`src/hdl/udkc_pkg.sv`:
```
`timescale 1ns / 1ps
`default_nettype none

package udkc_pkg;

  // widths fixed by the item and register formats
  localparam int unsigned NowWidth        = 32;
  localparam int unsigned CfgWidth        = 16;
  localparam int unsigned CfgIndexWidth   = 2;
  localparam int unsigned TimeBitsDefault = 32;

  // register reset values
  localparam logic [CfgWidth-1:0] UpdownDebounceReset = 16'd50;
  localparam logic [CfgWidth-1:0] PressDebounceReset  = 16'd50;
  localparam logic [CfgWidth-1:0] LongPressReset      = 16'd500;
  localparam logic [CfgWidth-1:0] RepeatIntervalReset = 16'd300;

  // item opcodes
  typedef enum logic [1:0] {
    OP_POLL       = 2'd0,
    OP_PRESS_EDGE = 2'd1,
    OP_UP_EDGE    = 2'd2,
    OP_DOWN_EDGE  = 2'd3
  } op_e;

  // latched key, same encoding as the edge opcodes
  typedef enum logic [1:0] {
    KEY_NONE  = 2'd0,
    KEY_PRESS = 2'd1,
    KEY_UP    = 2'd2,
    KEY_DOWN  = 2'd3
  } key_e;

  // result event kinds
  typedef enum logic [2:0] {
    EV_NONE       = 3'd0,
    EV_PRESS      = 3'd1,
    EV_PRESS_LONG = 3'd2,
    EV_UP         = 3'd3,
    EV_UP_LONG    = 3'd4,
    EV_DOWN       = 3'd5,
    EV_DOWN_LONG  = 3'd6
  } event_e;

  // register indexes
  typedef enum logic [CfgIndexWidth-1:0] {
    CFG_UPDOWN_DEBOUNCE = 2'd0,
    CFG_PRESS_DEBOUNCE  = 2'd1,
    CFG_LONG_PRESS      = 2'd2,
    CFG_REPEAT_INTERVAL = 2'd3
  } cfg_idx_e;

  typedef struct packed {
    logic [CfgWidth-1:0] updown_debounce;
    logic [CfgWidth-1:0] press_debounce;
    logic [CfgWidth-1:0] long_press;
    logic [CfgWidth-1:0] repeat_interval;
  } cfg_t;

  // per key status after a poll
  typedef struct packed {
    logic active_d;
    logic short_ev;
    logic long_ev;
  } key_stat_t;

endpackage

`default_nettype wire

```
`src/hdl/updown_press_key_classifier.sv`:
```
`timescale 1ns / 1ps
`default_nettype none

// channel   | handshake                  | payload
// ----------+----------------------------+----------------------------------------
// input     | in_valid_i / in_ready_o    | op_i, now_ms_i, press_held_i, up_held_i,
//           |                            | down_held_i
// output    | out_valid_o / out_ready_i  | event_kind_o
// config    | cfg_we_i                   | cfg_index_i, cfg_data_i
//
// an item waits in the input register; key state and the result register are updated
// when it advances, one item per cycle while no pending result stalls it
// the per-key hold and debounce logic lies between the input register and those registers
// reset clears the latch, all key timers and loads the register defaults
// a pending result stalls the input register; input stays ready while it drains

module updown_press_key_classifier #(
  parameter int unsigned TIME_BITS = udkc_pkg::TimeBitsDefault
) (
  input  logic                                clk_i,
  input  logic                                rst_ni,
  input  logic                                in_valid_i,
  output logic                                in_ready_o,
  input  logic [1:0]                          op_i,
  input  logic [udkc_pkg::NowWidth-1:0]       now_ms_i,
  input  logic                                press_held_i,
  input  logic                                up_held_i,
  input  logic                                down_held_i,
  output logic                                out_valid_o,
  input  logic                                out_ready_i,
  output logic [2:0]                          event_kind_o,
  input  logic                                cfg_we_i,
  input  logic [udkc_pkg::CfgIndexWidth-1:0]  cfg_index_i,
  input  logic [udkc_pkg::CfgWidth-1:0]       cfg_data_i
);
  import udkc_pkg::*;

  cfg_t                  cfg;
  logic                  in_valid_q;
  op_e                   op_q;
  logic [NowWidth-1:0]   now_q;
  logic                  press_held_q, up_held_q, down_held_q;
  key_e                  latched_q, latched_d;
  logic                  out_valid_q;
  event_e                event_kind_q;

  logic                  out_free;
  logic                  advance;
  logic                  poll;
  logic [TIME_BITS-1:0]  now_t;
  key_stat_t             press_st, up_st, down_st;
  logic                  any_active;
  event_e                ev;

  // handshake
  assign out_free   = !out_valid_q || out_ready_i;
  assign advance    = in_valid_q && out_free;
  assign in_ready_o = !in_valid_q || advance;
  assign poll       = advance && (op_q == OP_POLL);
  assign now_t      = TIME_BITS'(now_q);

  udkc_cfg u_cfg (
    .clk_i       (clk_i),
    .rst_ni      (rst_ni),
    .cfg_we_i    (cfg_we_i),
    .cfg_index_i (cfg_index_i),
    .cfg_data_i  (cfg_data_i),
    .cfg_o       (cfg)
  );

  // input register
  always_ff @(posedge clk_i or negedge rst_ni) begin
    if (!rst_ni) begin
      in_valid_q <= 1'b0;
    end else if (in_ready_o) begin
      in_valid_q <= in_valid_i;
    end
  end

  always_ff @(posedge clk_i) begin
    if (in_ready_o && in_valid_i) begin
      op_q         <= op_e'(op_i);
      now_q        <= now_ms_i;
      press_held_q <= press_held_i;
      up_held_q    <= up_held_i;
      down_held_q  <= down_held_i;
    end
  end

  // one hold unit per key
  udkc_key #(.TIME_BITS(TIME_BITS), .IS_PRESS(1'b1)) u_key_press (
    .clk_i       (clk_i),
    .rst_ni      (rst_ni),
    .step_i      (poll),
    .start_i     (latched_q == KEY_PRESS && press_held_q),
    .held_i      (press_held_q),
    .now_i       (now_t),
    .debounce_i  (cfg.press_debounce),
    .long_ms_i   (cfg.long_press),
    .repeat_ms_i (cfg.repeat_interval),
    .stat_o      (press_st)
  );

  udkc_key #(.TIME_BITS(TIME_BITS), .IS_PRESS(1'b0)) u_key_up (
    .clk_i       (clk_i),
    .rst_ni      (rst_ni),
    .step_i      (poll),
    .start_i     (latched_q == KEY_UP && up_held_q),
    .held_i      (up_held_q),
    .now_i       (now_t),
    .debounce_i  (cfg.updown_debounce),
    .long_ms_i   (cfg.long_press),
    .repeat_ms_i (cfg.repeat_interval),
    .stat_o      (up_st)
  );

  udkc_key #(.TIME_BITS(TIME_BITS), .IS_PRESS(1'b0)) u_key_down (
    .clk_i       (clk_i),
    .rst_ni      (rst_ni),
    .step_i      (poll),
    .start_i     (latched_q == KEY_DOWN && down_held_q),
    .held_i      (down_held_q),
    .now_i       (now_t),
    .debounce_i  (cfg.updown_debounce),
    .long_ms_i   (cfg.long_press),
    .repeat_ms_i (cfg.repeat_interval),
    .stat_o      (down_st)
  );

  assign any_active = press_st.active_d | up_st.active_d | down_st.active_d;

  // event priority: down over up over press
  always_comb begin
    ev = EV_NONE;
    if (press_st.short_ev) ev = EV_PRESS;
    if (press_st.long_ev)  ev = EV_PRESS_LONG;
    if (up_st.short_ev)    ev = EV_UP;
    if (up_st.long_ev)     ev = EV_UP_LONG;
    if (down_st.short_ev)  ev = EV_DOWN;
    if (down_st.long_ev)   ev = EV_DOWN_LONG;
  end

  // key latch
  always_comb begin
    latched_d = latched_q;
    if (advance && op_q != OP_POLL) begin
      latched_d = key_e'(op_q);
    end else if (poll && !any_active) begin
      latched_d = KEY_NONE;
    end
  end

  always_ff @(posedge clk_i or negedge rst_ni) begin
    if (!rst_ni) begin
      latched_q <= KEY_NONE;
    end else begin
      latched_q <= latched_d;
    end
  end

  // result register
  always_ff @(posedge clk_i or negedge rst_ni) begin
    if (!rst_ni) begin
      out_valid_q <= 1'b0;
    end else if (poll && ev != EV_NONE) begin
      out_valid_q <= 1'b1;
    end else if (out_ready_i) begin
      out_valid_q <= 1'b0;
    end
  end

  always_ff @(posedge clk_i) begin
    if (poll && ev != EV_NONE) begin
      event_kind_q <= ev;
    end
  end

  assign out_valid_o  = out_valid_q;
  assign event_kind_o = event_kind_q;

  // a pending result is never overwritten
  a_no_overwrite: assert property (@(posedge clk_i) disable iff (!rst_ni)
    (out_valid_q && !out_ready_i) |-> !advance)
    else $error("item advanced over a pending result");

  // only real events reach the output
  a_no_empty: assert property (@(posedge clk_i) disable iff (!rst_ni)
    out_valid_q |-> (event_kind_q != EV_NONE))
    else $error("empty event transfer");

  // latch clears once no hold is left
  a_latch_clear: assert property (@(posedge clk_i) disable iff (!rst_ni)
    (poll && !any_active) |=> (latched_q == KEY_NONE))
    else $error("latch not cleared");

  // edge items give no result
  a_edge_silent: assert property (@(posedge clk_i) disable iff (!rst_ni)
    (advance && op_q != OP_POLL && !out_valid_q) |=> !out_valid_q)
    else $error("edge item produced a result");

endmodule

`default_nettype wire

```
`src/hdl/udkc_cfg.sv`:
```
`timescale 1ns / 1ps
`default_nettype none

module udkc_cfg (
  input  logic                                clk_i,
  input  logic                                rst_ni,
  input  logic                                cfg_we_i,
  input  logic [udkc_pkg::CfgIndexWidth-1:0]  cfg_index_i,
  input  logic [udkc_pkg::CfgWidth-1:0]       cfg_data_i,
  output udkc_pkg::cfg_t                      cfg_o
);
  import udkc_pkg::*;

  cfg_t cfg_q;

  // register file, written by index
  always_ff @(posedge clk_i or negedge rst_ni) begin
    if (!rst_ni) begin
      cfg_q.updown_debounce <= UpdownDebounceReset;
      cfg_q.press_debounce  <= PressDebounceReset;
      cfg_q.long_press      <= LongPressReset;
      cfg_q.repeat_interval <= RepeatIntervalReset;
    end else if (cfg_we_i) begin
      case (cfg_idx_e'(cfg_index_i))
        CFG_UPDOWN_DEBOUNCE: cfg_q.updown_debounce <= cfg_data_i;
        CFG_PRESS_DEBOUNCE:  cfg_q.press_debounce  <= cfg_data_i;
        CFG_LONG_PRESS:      cfg_q.long_press      <= cfg_data_i;
        CFG_REPEAT_INTERVAL: cfg_q.repeat_interval <= cfg_data_i;
        default: ;
      endcase
    end
  end

  assign cfg_o = cfg_q;

endmodule

`default_nettype wire

```
`src/hdl/udkc_key.sv`:
```
`timescale 1ns / 1ps
`default_nettype none

module udkc_key #(
  parameter int unsigned TIME_BITS = udkc_pkg::TimeBitsDefault,
  parameter bit          IS_PRESS  = 1'b0
) (
  input  logic                           clk_i,
  input  logic                           rst_ni,
  input  logic                           step_i,
  input  logic                           start_i,
  input  logic                           held_i,
  input  logic [TIME_BITS-1:0]           now_i,
  input  logic [udkc_pkg::CfgWidth-1:0]  debounce_i,
  input  logic [udkc_pkg::CfgWidth-1:0]  long_ms_i,
  input  logic [udkc_pkg::CfgWidth-1:0]  repeat_ms_i,
  output udkc_pkg::key_stat_t            stat_o
);
  import udkc_pkg::*;

  logic                 active_q, active_d;
  logic [TIME_BITS-1:0] start_q, start_d;
  logic [TIME_BITS-1:0] last_short_q, last_short_d;
  logic [TIME_BITS-1:0] last_long_q, last_long_d;

  logic                 act_c;
  logic [TIME_BITS-1:0] start_c;
  logic                 timed;
  logic                 is_long;
  logic                 deb_ok;
  logic                 rep_ok;
  logic                 short_ev;
  logic                 long_ev;

  // hold start folded in before the timing checks, only when no hold is running
  assign act_c   = active_q | start_i;
  assign start_c = (start_i && !active_q) ? now_i : start_q;
  assign timed   = act_c && (start_c != '0);
  assign is_long = (now_i - start_c) >= TIME_BITS'(long_ms_i);
  assign deb_ok  = (now_i - last_short_q) >= TIME_BITS'(debounce_i);
  assign rep_ok  = (last_long_q == '0) ||
                   (!IS_PRESS && ((now_i - last_long_q) >= TIME_BITS'(repeat_ms_i)));

  // release, long hold or nothing
  always_comb begin
    active_d     = act_c;
    start_d      = start_c;
    last_short_d = last_short_q;
    last_long_d  = last_long_q;
    short_ev     = 1'b0;
    long_ev      = 1'b0;
    if (timed && !held_i) begin
      short_ev    = !is_long && deb_ok;
      active_d    = 1'b0;
      start_d     = '0;
      last_long_d = '0;
      if (short_ev) begin
        last_short_d = now_i;
      end
    end else if (timed && is_long && rep_ok) begin
      long_ev     = 1'b1;
      last_long_d = now_i;
    end
  end

  // key state, updated once per poll
  always_ff @(posedge clk_i or negedge rst_ni) begin
    if (!rst_ni) begin
      active_q     <= 1'b0;
      start_q      <= '0;
      last_short_q <= '0;
      last_long_q  <= '0;
    end else if (step_i) begin
      active_q     <= active_d;
      start_q      <= start_d;
      last_short_q <= last_short_d;
      last_long_q  <= last_long_d;
    end
  end

  assign stat_o.active_d = active_d;
  assign stat_o.short_ev = short_ev;
  assign stat_o.long_ev  = long_ev;

  // a poll gives at most one event per key
  a_one_event: assert property (@(posedge clk_i) disable iff (!rst_ni)
    $onehot0({short_ev, long_ev}))
    else $error("key gives short and long event together");

  // a timed release ends the hold
  a_release_ends: assert property (@(posedge clk_i) disable iff (!rst_ni)
    (step_i && timed && !held_i) |=> (!active_q && start_q == '0))
    else $error("hold still active after release");

  // press key never repeats a long event
  a_press_once: assert property (@(posedge clk_i) disable iff (!rst_ni)
    (IS_PRESS && step_i && long_ev) |=> (last_long_q != '0 || $past(now_i) == '0))
    else $error("press long event not recorded");

endmodule

`default_nettype wire
```
`config.mk`:
```
export PLATFORM = sky130hd
export DESIGN_NAME = updown_press_key_classifier
export DESIGN_NICKNAME = d
export VERILOG_FILES = /design/src/hdl/udkc_pkg.sv /design/src/hdl/updown_press_key_classifier.sv /design/src/hdl/udkc_cfg.sv /design/src/hdl/udkc_key.sv
export SDC_FILE = /design/constraint.sdc
export NUM_CORES = 1
export LEC_CHECK = 0
export CELL_PAD_IN_SITES_DETAIL_PLACEMENT = 0
export CELL_PAD_IN_SITES_GLOBAL_PLACEMENT = 1
export CORE_ASPECT_RATIO = 1.25
export CORE_MARGIN = 4
export CORE_UTILIZATION = 46
export DETAILED_ROUTE_END_ITERATION = 7
export DONT_BUFFER_PORTS = 1
export PLACE_DENSITY = 0.76
export SETUP_SLACK_MARGIN = 0.1
export SYNTH_ARGS = -nofsm -noshare
export SYNTH_HDL_FRONTEND = slang
export SYNTH_SLANG_ARGS = --single-unit
```
`constraint.sdc`:
```
create_clock -name clk_i -period 6.6 [get_ports clk_i]
set_input_delay 0.66 -clock clk_i [delete_from_list [all_inputs] [get_ports clk_i]]
set_output_delay 0.66 -clock clk_i [all_outputs]
set_load 0.02 [all_outputs]
```
==> results of run 1 <==
-- where the power goes --
part | total [mW] | internal [mW] | leakage (nW) | switching (mW)
clock | 2.85 | 1.70 | 0.798 | 1.15
sequential | 3.47 | 3.03 | 4.91 | 0.440
combinational | 8.38 | 3.41 | 12.9 | 4.97
-- path summary, 6_finish.rpt --
path,start,endpoint
max in group asynchronous,rst_ni,u_key_press.last_long_q[12]$_DFFE_PN0P_
hold / removal,rst_ni,u_key_down.last_short_q[29]$_DFFE_PN0P_
hold reg to reg,u_key_up.start_q[25]$_DFFE_PN0P_,u_key_up.start_q[25]$_DFFE_PN0P_
min in group clk_i,now_ms_i[0],now_q[0]$_DFFE_PP_
setup / recovery,latched_q[0]$_DFFE_PN0P_,u_key_up.last_short_q[19]$_DFFE_PN0P_
setup reg to reg,latched_q[0]$_DFFE_PN0P_,u_key_up.last_short_q[19]$_DFFE_PN0P_
-- through the flow --
step	total power [mW]	setup WS, ns
final	14.7	0.235
after global routing	15.7	-0.0691
after CTS	14.4	-0.00258
after detailed placement	11.4	-0.143
after global placement	11.3	0.00614
after floorplan	9.13	0.122
-- registers in the layout (all words and copies together), names as in the netlist, 3 cells and up --
name                      flops
u_key_up.start_q             32
u_key_press.last_short_q     32
u_key_up.last_short_q        32
u_key_down.start_q           32
u_key_down.last_long_q       32
u_key_down.last_short_q      32
u_cfg.cfg_o                  64
u_key_up.last_long_q         32
now_q                        32
u_key_press.last_long_q      32
u_key_press.start_q          32
event_kind_o                  3
-- Yosys cell counts (94+ instances only) --
cell type and n:
o21ai_0 186, xnor2_1 114, ha_1 366, inv_1 295
mux2i_1 170, dfrtp_1 343, o31ai_1 94, clkbuf_1 155
a21oi_1 348, nor2_1 240, a21o_1 112, nand2_1 432
-- cell families after synthesis --
group / count (synthesis) / synth area share (%)
AOI/OAI and AO/OA: 1187 / 21.8
xor gates and xnor gates: 178 / 4.31
adders and majority gates: 378 / 13.2
buffers and inverters: 497 / 5.39
DFF: 399 / 28.2
muxes: 304 / 9.12
and+or+nand+nor: 1302 / 18.0
-- metal layers --
layer / wire, µm / up-vias
met4: 7740 / 0
met2: 61900 / 1144
met3: 8000 / 312
met1: 55200 / 16228
li1: - / 15825
met5: 0 / -
-- layout by cell type (no fill, tap or decap), types with 26 or more instances in the layout --
master     synthesis  layout
a31oi_1           33      33
o21ai_0          186     178
o31ai_1           94      93
ha_1             366     352
o21a_1            42      42
xor2_1            64      64
xnor2_1          114     114
dfrtp_1          343     343
or3_1             27      26
mux2i_1          170     155
and3_1            33      33
inv_1            295     292
edfxtp_1          40      40
mux2_4            24      53
o211ai_1          43      43
nand2b_1          64      64
nor2b_1           39      34
nand4_1           89      89
a21oi_1          348     340
nand2_1          432     431
mux2_2            79      77
a211oi_1          55      51
a21o_1           112     111
and2_1            34      33
nand3_1           82      81
o21bai_1          30      30
nor4_1            71      70
clkbuf_16          0      53
nor2_1           240     237
nor3_1            78      75
buf_4              1     193
-- layout make-up --
class | instances | area, µm²
Antenna cell | 5 | 12.5
Clock buffer | 57 | 1290
Clock inverter | 29 | 372
Fill cell | 7352 | 36500
Inverter | 296 | 1110
Multi-Input combinational cell | 3349 | 24700
Sequential cell | 399 | 10200
Tap cell | 1044 | 1310
Timing Repair Buffer | 232 | 2200
-- repair_timing --
item	in CTS	in global routing
resized for setup	53	86
pin swaps	38	52
setup buffers	24	23
cloned	4	6
endpoints found under the hold margin	353	343
setup endpoints to repair	100	182
==> run metrics, run 1 <==
cells after synthesis=4245; Synth area leader=dfrtp_1; Crit Path Category=reg -> reg; Yosys reg bits=399; Critical Path AT=6.84 ns; clock buffer count from CTS=46; RSZ-0062 raised after global routing=yes; GRT Util Overall=30.6%; DR pass1 iterations=7; Async S/R FF share, synth=90.0%; Routed wire per std cell=24.5 µm; Initial DRC Count=3097; post-synthesis sequential area ratio=28.2%; Rel. slew slack=25.4%; Core Area=0.0777 mm²; drt drc=0; CP peak stage delay=0.54 ns; Layout area overhead=13.9%; Final Cycle Share=96.4%; Hold WS=-0.220 ns; io pins=65; Synth area leaders=dfrtp_1, ha_1, a21oi_1, mux2i_1, nand2_1; nets=4757; layout cells sized above 1=13.5%; Final Max Slew Viols=0; Synth Cell Area=0.0362 mm²; Post-synth EDFFs=40; Primary FF master, synth=dfrtp_1; met3 Use GR=3.85%; worst reg-to-reg setup slack=0.23 ns; critical path peak fanout=8; Crit path max-delay family=simple AND/OR/NAND/NOR gates; clock root buffer=clkbuf_16; first-pass GRT wire length=197000 µm; failing checks=hold timing; min Tclk post-route=6.37 ns; Synth top area share=23.7%; worst min path class=in -> async; CP bufs+invs=5; grt ovf=0; drt total wl=133000 µm; die area=0.0832 mm²; clock-pin slew on the worst setup and hold paths=0.06 ns; H-tree Lvls=2; Cell Rows=114; initial antenna violation count=5; final instance area=0.0412 mm²; number of setup violations in the final report=0; grt peak-use layer=met2; fmax=0.157 GHz; critical path's slowest cell=or4b_4; Maximum Capacitance Violations=0; GR met2 Demand/Resource=51.6%; Mean Syn Cell Area=8.52 µm²; DP Cell Count=5264; hpwl dp=100000 µm; drt via density=6.19; Initial Utilization=46.5%; met1 GRT Util=39.3%; YS warnings=0; Synth cell types=105; final hold violation count=343; Most Frequent Cell on Critical Path=buf_6; VDD IR-drop max=0.000257 V; worst r2r path cells=28; Clock Latency Late Sink=0.61 ns; ANT nets after route=0; chip height=322 µm; Worst-Margin Slew=1.12 ns; TNS Setup=0 ns; crit path launch type=flip-flop; die extent in x=259 µm; port buffer count=0; CP endpoint kind=flip-flop; via count=33.5k; Lkg Pwr=18.6 nW; Layout Utilization=53.0%; Non-Filler Instances=5411; dpl cell area=0.0383 mm²; CTS tree=done; clk sinks=399; Bufs on Longest Clock Path=3; vias in the first global route=31.9k; critical path depth in cells=28; largest net degree at the start of global routing=360; routability cong.=0.979; status=complete, but fails checks; worst path required time=7.08 ns; PD cells=357 mW/mm²; skew final=0.0246 ns; syn_nets=4678
Power figures use the tool's default switching activity.
==> run 2, diff against run 1 <==
--- a/config.mk
+++ b/config.mk
@@ -12,8 +12,9 @@
 export CORE_UTILIZATION = 46
 export DETAILED_ROUTE_END_ITERATION = 7
 export DONT_BUFFER_PORTS = 1
-export PLACE_DENSITY = 0.76
+export PLACE_DENSITY = 0.82
 export SETUP_SLACK_MARGIN = 0.1
+export SLEW_MARGIN = 25
 export SYNTH_ARGS = -nofsm -noshare
 export SYNTH_HDL_FRONTEND = slang
 export SYNTH_SLANG_ARGS = --single-unit
==> run 2 against run 1 <==
  * The flow still finishes with violations (hold timing)
  * Total power down 1.7%
  * First-iteration DRC count down 12%
  * Cell count down 0.20%
  * Flip-flop and latch count unchanged
  * Largest power group unchanged
  * Highest routed layer unchanged
==> run metrics, run 2 (synthesis results as in run 1) <==
Fillers=7294; status=complete, but fails checks; TNS Setup=0 ns; share of total power in the clock network=19.2%; Comb pwr share=56.8%; critical path's slowest cell=or4b_4; Internal=8.02 mW; first-pass GRT wire length=192000 µm; sequential cell area=0.0102 mm²; PD cells=356 mW/mm²; critical path peak fanout=7; H-tree Lvls=2; skew final=0.0331 ns; nets=4743; Non-Filler Instances=5400; post-place setup slack=-0.0229 ns; Layout Utilization=52.2%; Clock Latency Late Sink=0.61 ns; drt total wl=128000 µm; clock root buffer=clkbuf_16; met2 wire len=59500 µm; worst min path class=in -> async; Lkg Pwr=18.4 nW; Layout area overhead=12.2%; largest net degree at the start of global routing=360; Final Max Slew Viols=0; Core Area=0.0777 mm²; die area=0.0832 mm²; grt ovf=0; total power=14.4 mW; port buffer count=0; drt drc=0; Most Frequent Cell on Critical Path=a21oi_2; routability cong.=0.966; ANT nets after route=0; metal3 WL=8040 µm; Final Cycle Share=96.2%; Top Metal Used=met4; initial antenna violation count=8; number of setup violations in the final report=0; Crit Path Category=reg -> reg; chip height=322 µm; layout cells sized above 1=12.3%; Initial Utilization=46.5%; vias in the first global route=32.2k; final instance area=0.0406 mm²; Initial DRC Count=2714; register share of total power=23.9%; Bufs on Longest Clock Path=3; Cell Rows=114; wl on met1=53800 µm; Hold WS=-0.224 ns; drt via density=6.18; multi-input logic area=0.0244 mm²; fmax=0.157 GHz; DP Cell Count=5279; Switching Share=44.5%; dpl cell area=0.0383 mm²; RSZ-0062 raised after global routing=no; GRT Util Overall=29.5%; Worst-Margin Slew=1.07 ns; most frequent cells in the layout=nand2_1, ha_1, dfrtp_1; Routed wire per std cell=23.7 µm; crit path launch type=flip-flop; most common cell after layout, fill and taps aside=nand2_1; CP endpoint kind=flip-flop; clock-pin slew on the worst setup and hold paths=0.07 ns; CTS tree=done; clk sinks=399; Largest register FFs=64; min Tclk post-route=6.35 ns; final hold violation count=288; failing checks=hold timing; Psw=6.42 mW; final worst slack=0.249 ns; clock buffer count from CTS=48; io pins=65; Rel. slew slack=28.9%; worst path required time=6.90 ns; Maximum Capacitance Violations=0; via count=33.4k; hpwl dp=97200 µm; VDD IR-drop max=0.000263 V; Critical Path AT=6.65 ns; CP peak stage delay=0.62 ns; DR pass1 iterations=5; die extent in x=259 µm
run 2: changes by cell type in the layout (fill, tap and decap cells not counted), moves of 6 or more:
cell,previous run,this run
ha_1,352,362
mux2_4,53,36
buf_12,23,10
mux2i_4,8,2
ha_4,10,2
clkbuf_1,5,13
mux2_1,4,20
mux2i_1,155,162
run 2: worst paths after layout:
| kind | start | endpoint | slack (ns) | cells past startpoint |
|---|---|---|---|---|
| worst max-delay path | u_key_down.active_q$_DFFE_PN0P_ | event_kind_o[1]$_DFFE_PP_ | 0.25 | 29 |
| worst min-delay path | rst_ni | u_key_down.start_q[17]$_DFFE_PN0P_ | -0.22 | 0 |
| max in group asynchronous | rst_ni | u_key_press.start_q[29]$_DFFE_PN0P_ | 5.96 | 0 |
| worst min register to register | u_key_down.start_q[30]$_DFFE_PN0P_ | u_key_down.start_q[30]$_DFFE_PN0P_ | 0.48 | 2 |
| worst max register to register | u_key_down.active_q$_DFFE_PN0P_ | event_kind_o[1]$_DFFE_PP_ | 0.25 | 29 |
| min in group clk_i | now_ms_i[3] | now_q[3]$_DFFE_PP_ | 0.15 | 0 |
run 2: final cells by class:
class,count,area share [%]
antenna,6,0.0370
clock buffer,71,3.47
clock inverter,19,0.527
inverter,296,2.74
multi-input combinational,3349,60.2
sequential,399,25.1
tap,1044,3.22
timing repair buffer,216,4.66
run 2: timing repair:
action / 4_1_cts / 5_1_grt
resized for setup: 18 / 65
pin swaps: 13 / 43
gates cloned: 2 / 5
setup buffers: 7 / 11
endpoints found under the hold margin: 343 / 343
setup endpoints to repair: 82 / 194
run 2: worst max-delay path: cells and delay by family (launching register included):
family | cells | cell delay, ns
AO/OA/AOI/OAI | 17 | 2.74
adder cells (fa/ha/maj) | 2 | 0.63
buffers and inverters | 3 | 0.48
flip-flops | 1 | 0.37
AND/OR/NAND/NOR | 7 | 1.81
run 2: power by group through the flow:
| stage | Sequential, mW | Combinational, mW | Clock (mW) |
|---|---|---|---|
| finish | 3.46 | 8.21 | 2.78 |
| detailed placement | 3.48 | 7.85 | 0 |
| floorplan | 3.32 | 5.80 | 0 |
| global placement | 3.47 | 7.78 | 0 |
| global route | 3.51 | 9.07 | 2.92 |
| CTS | 3.44 | 7.94 | 2.83 |
run 2: metal layers:
| layer | track usage, % | vias up |
|---|---|---|
| li1 | - | 15790 |
| met1 | 38.0 | 16217 |
| met2 | 49.2 | 1074 |
| met3 | 4.54 | 304 |
| met4 | 13.3 | 0 |
| met5 | 0 | - |
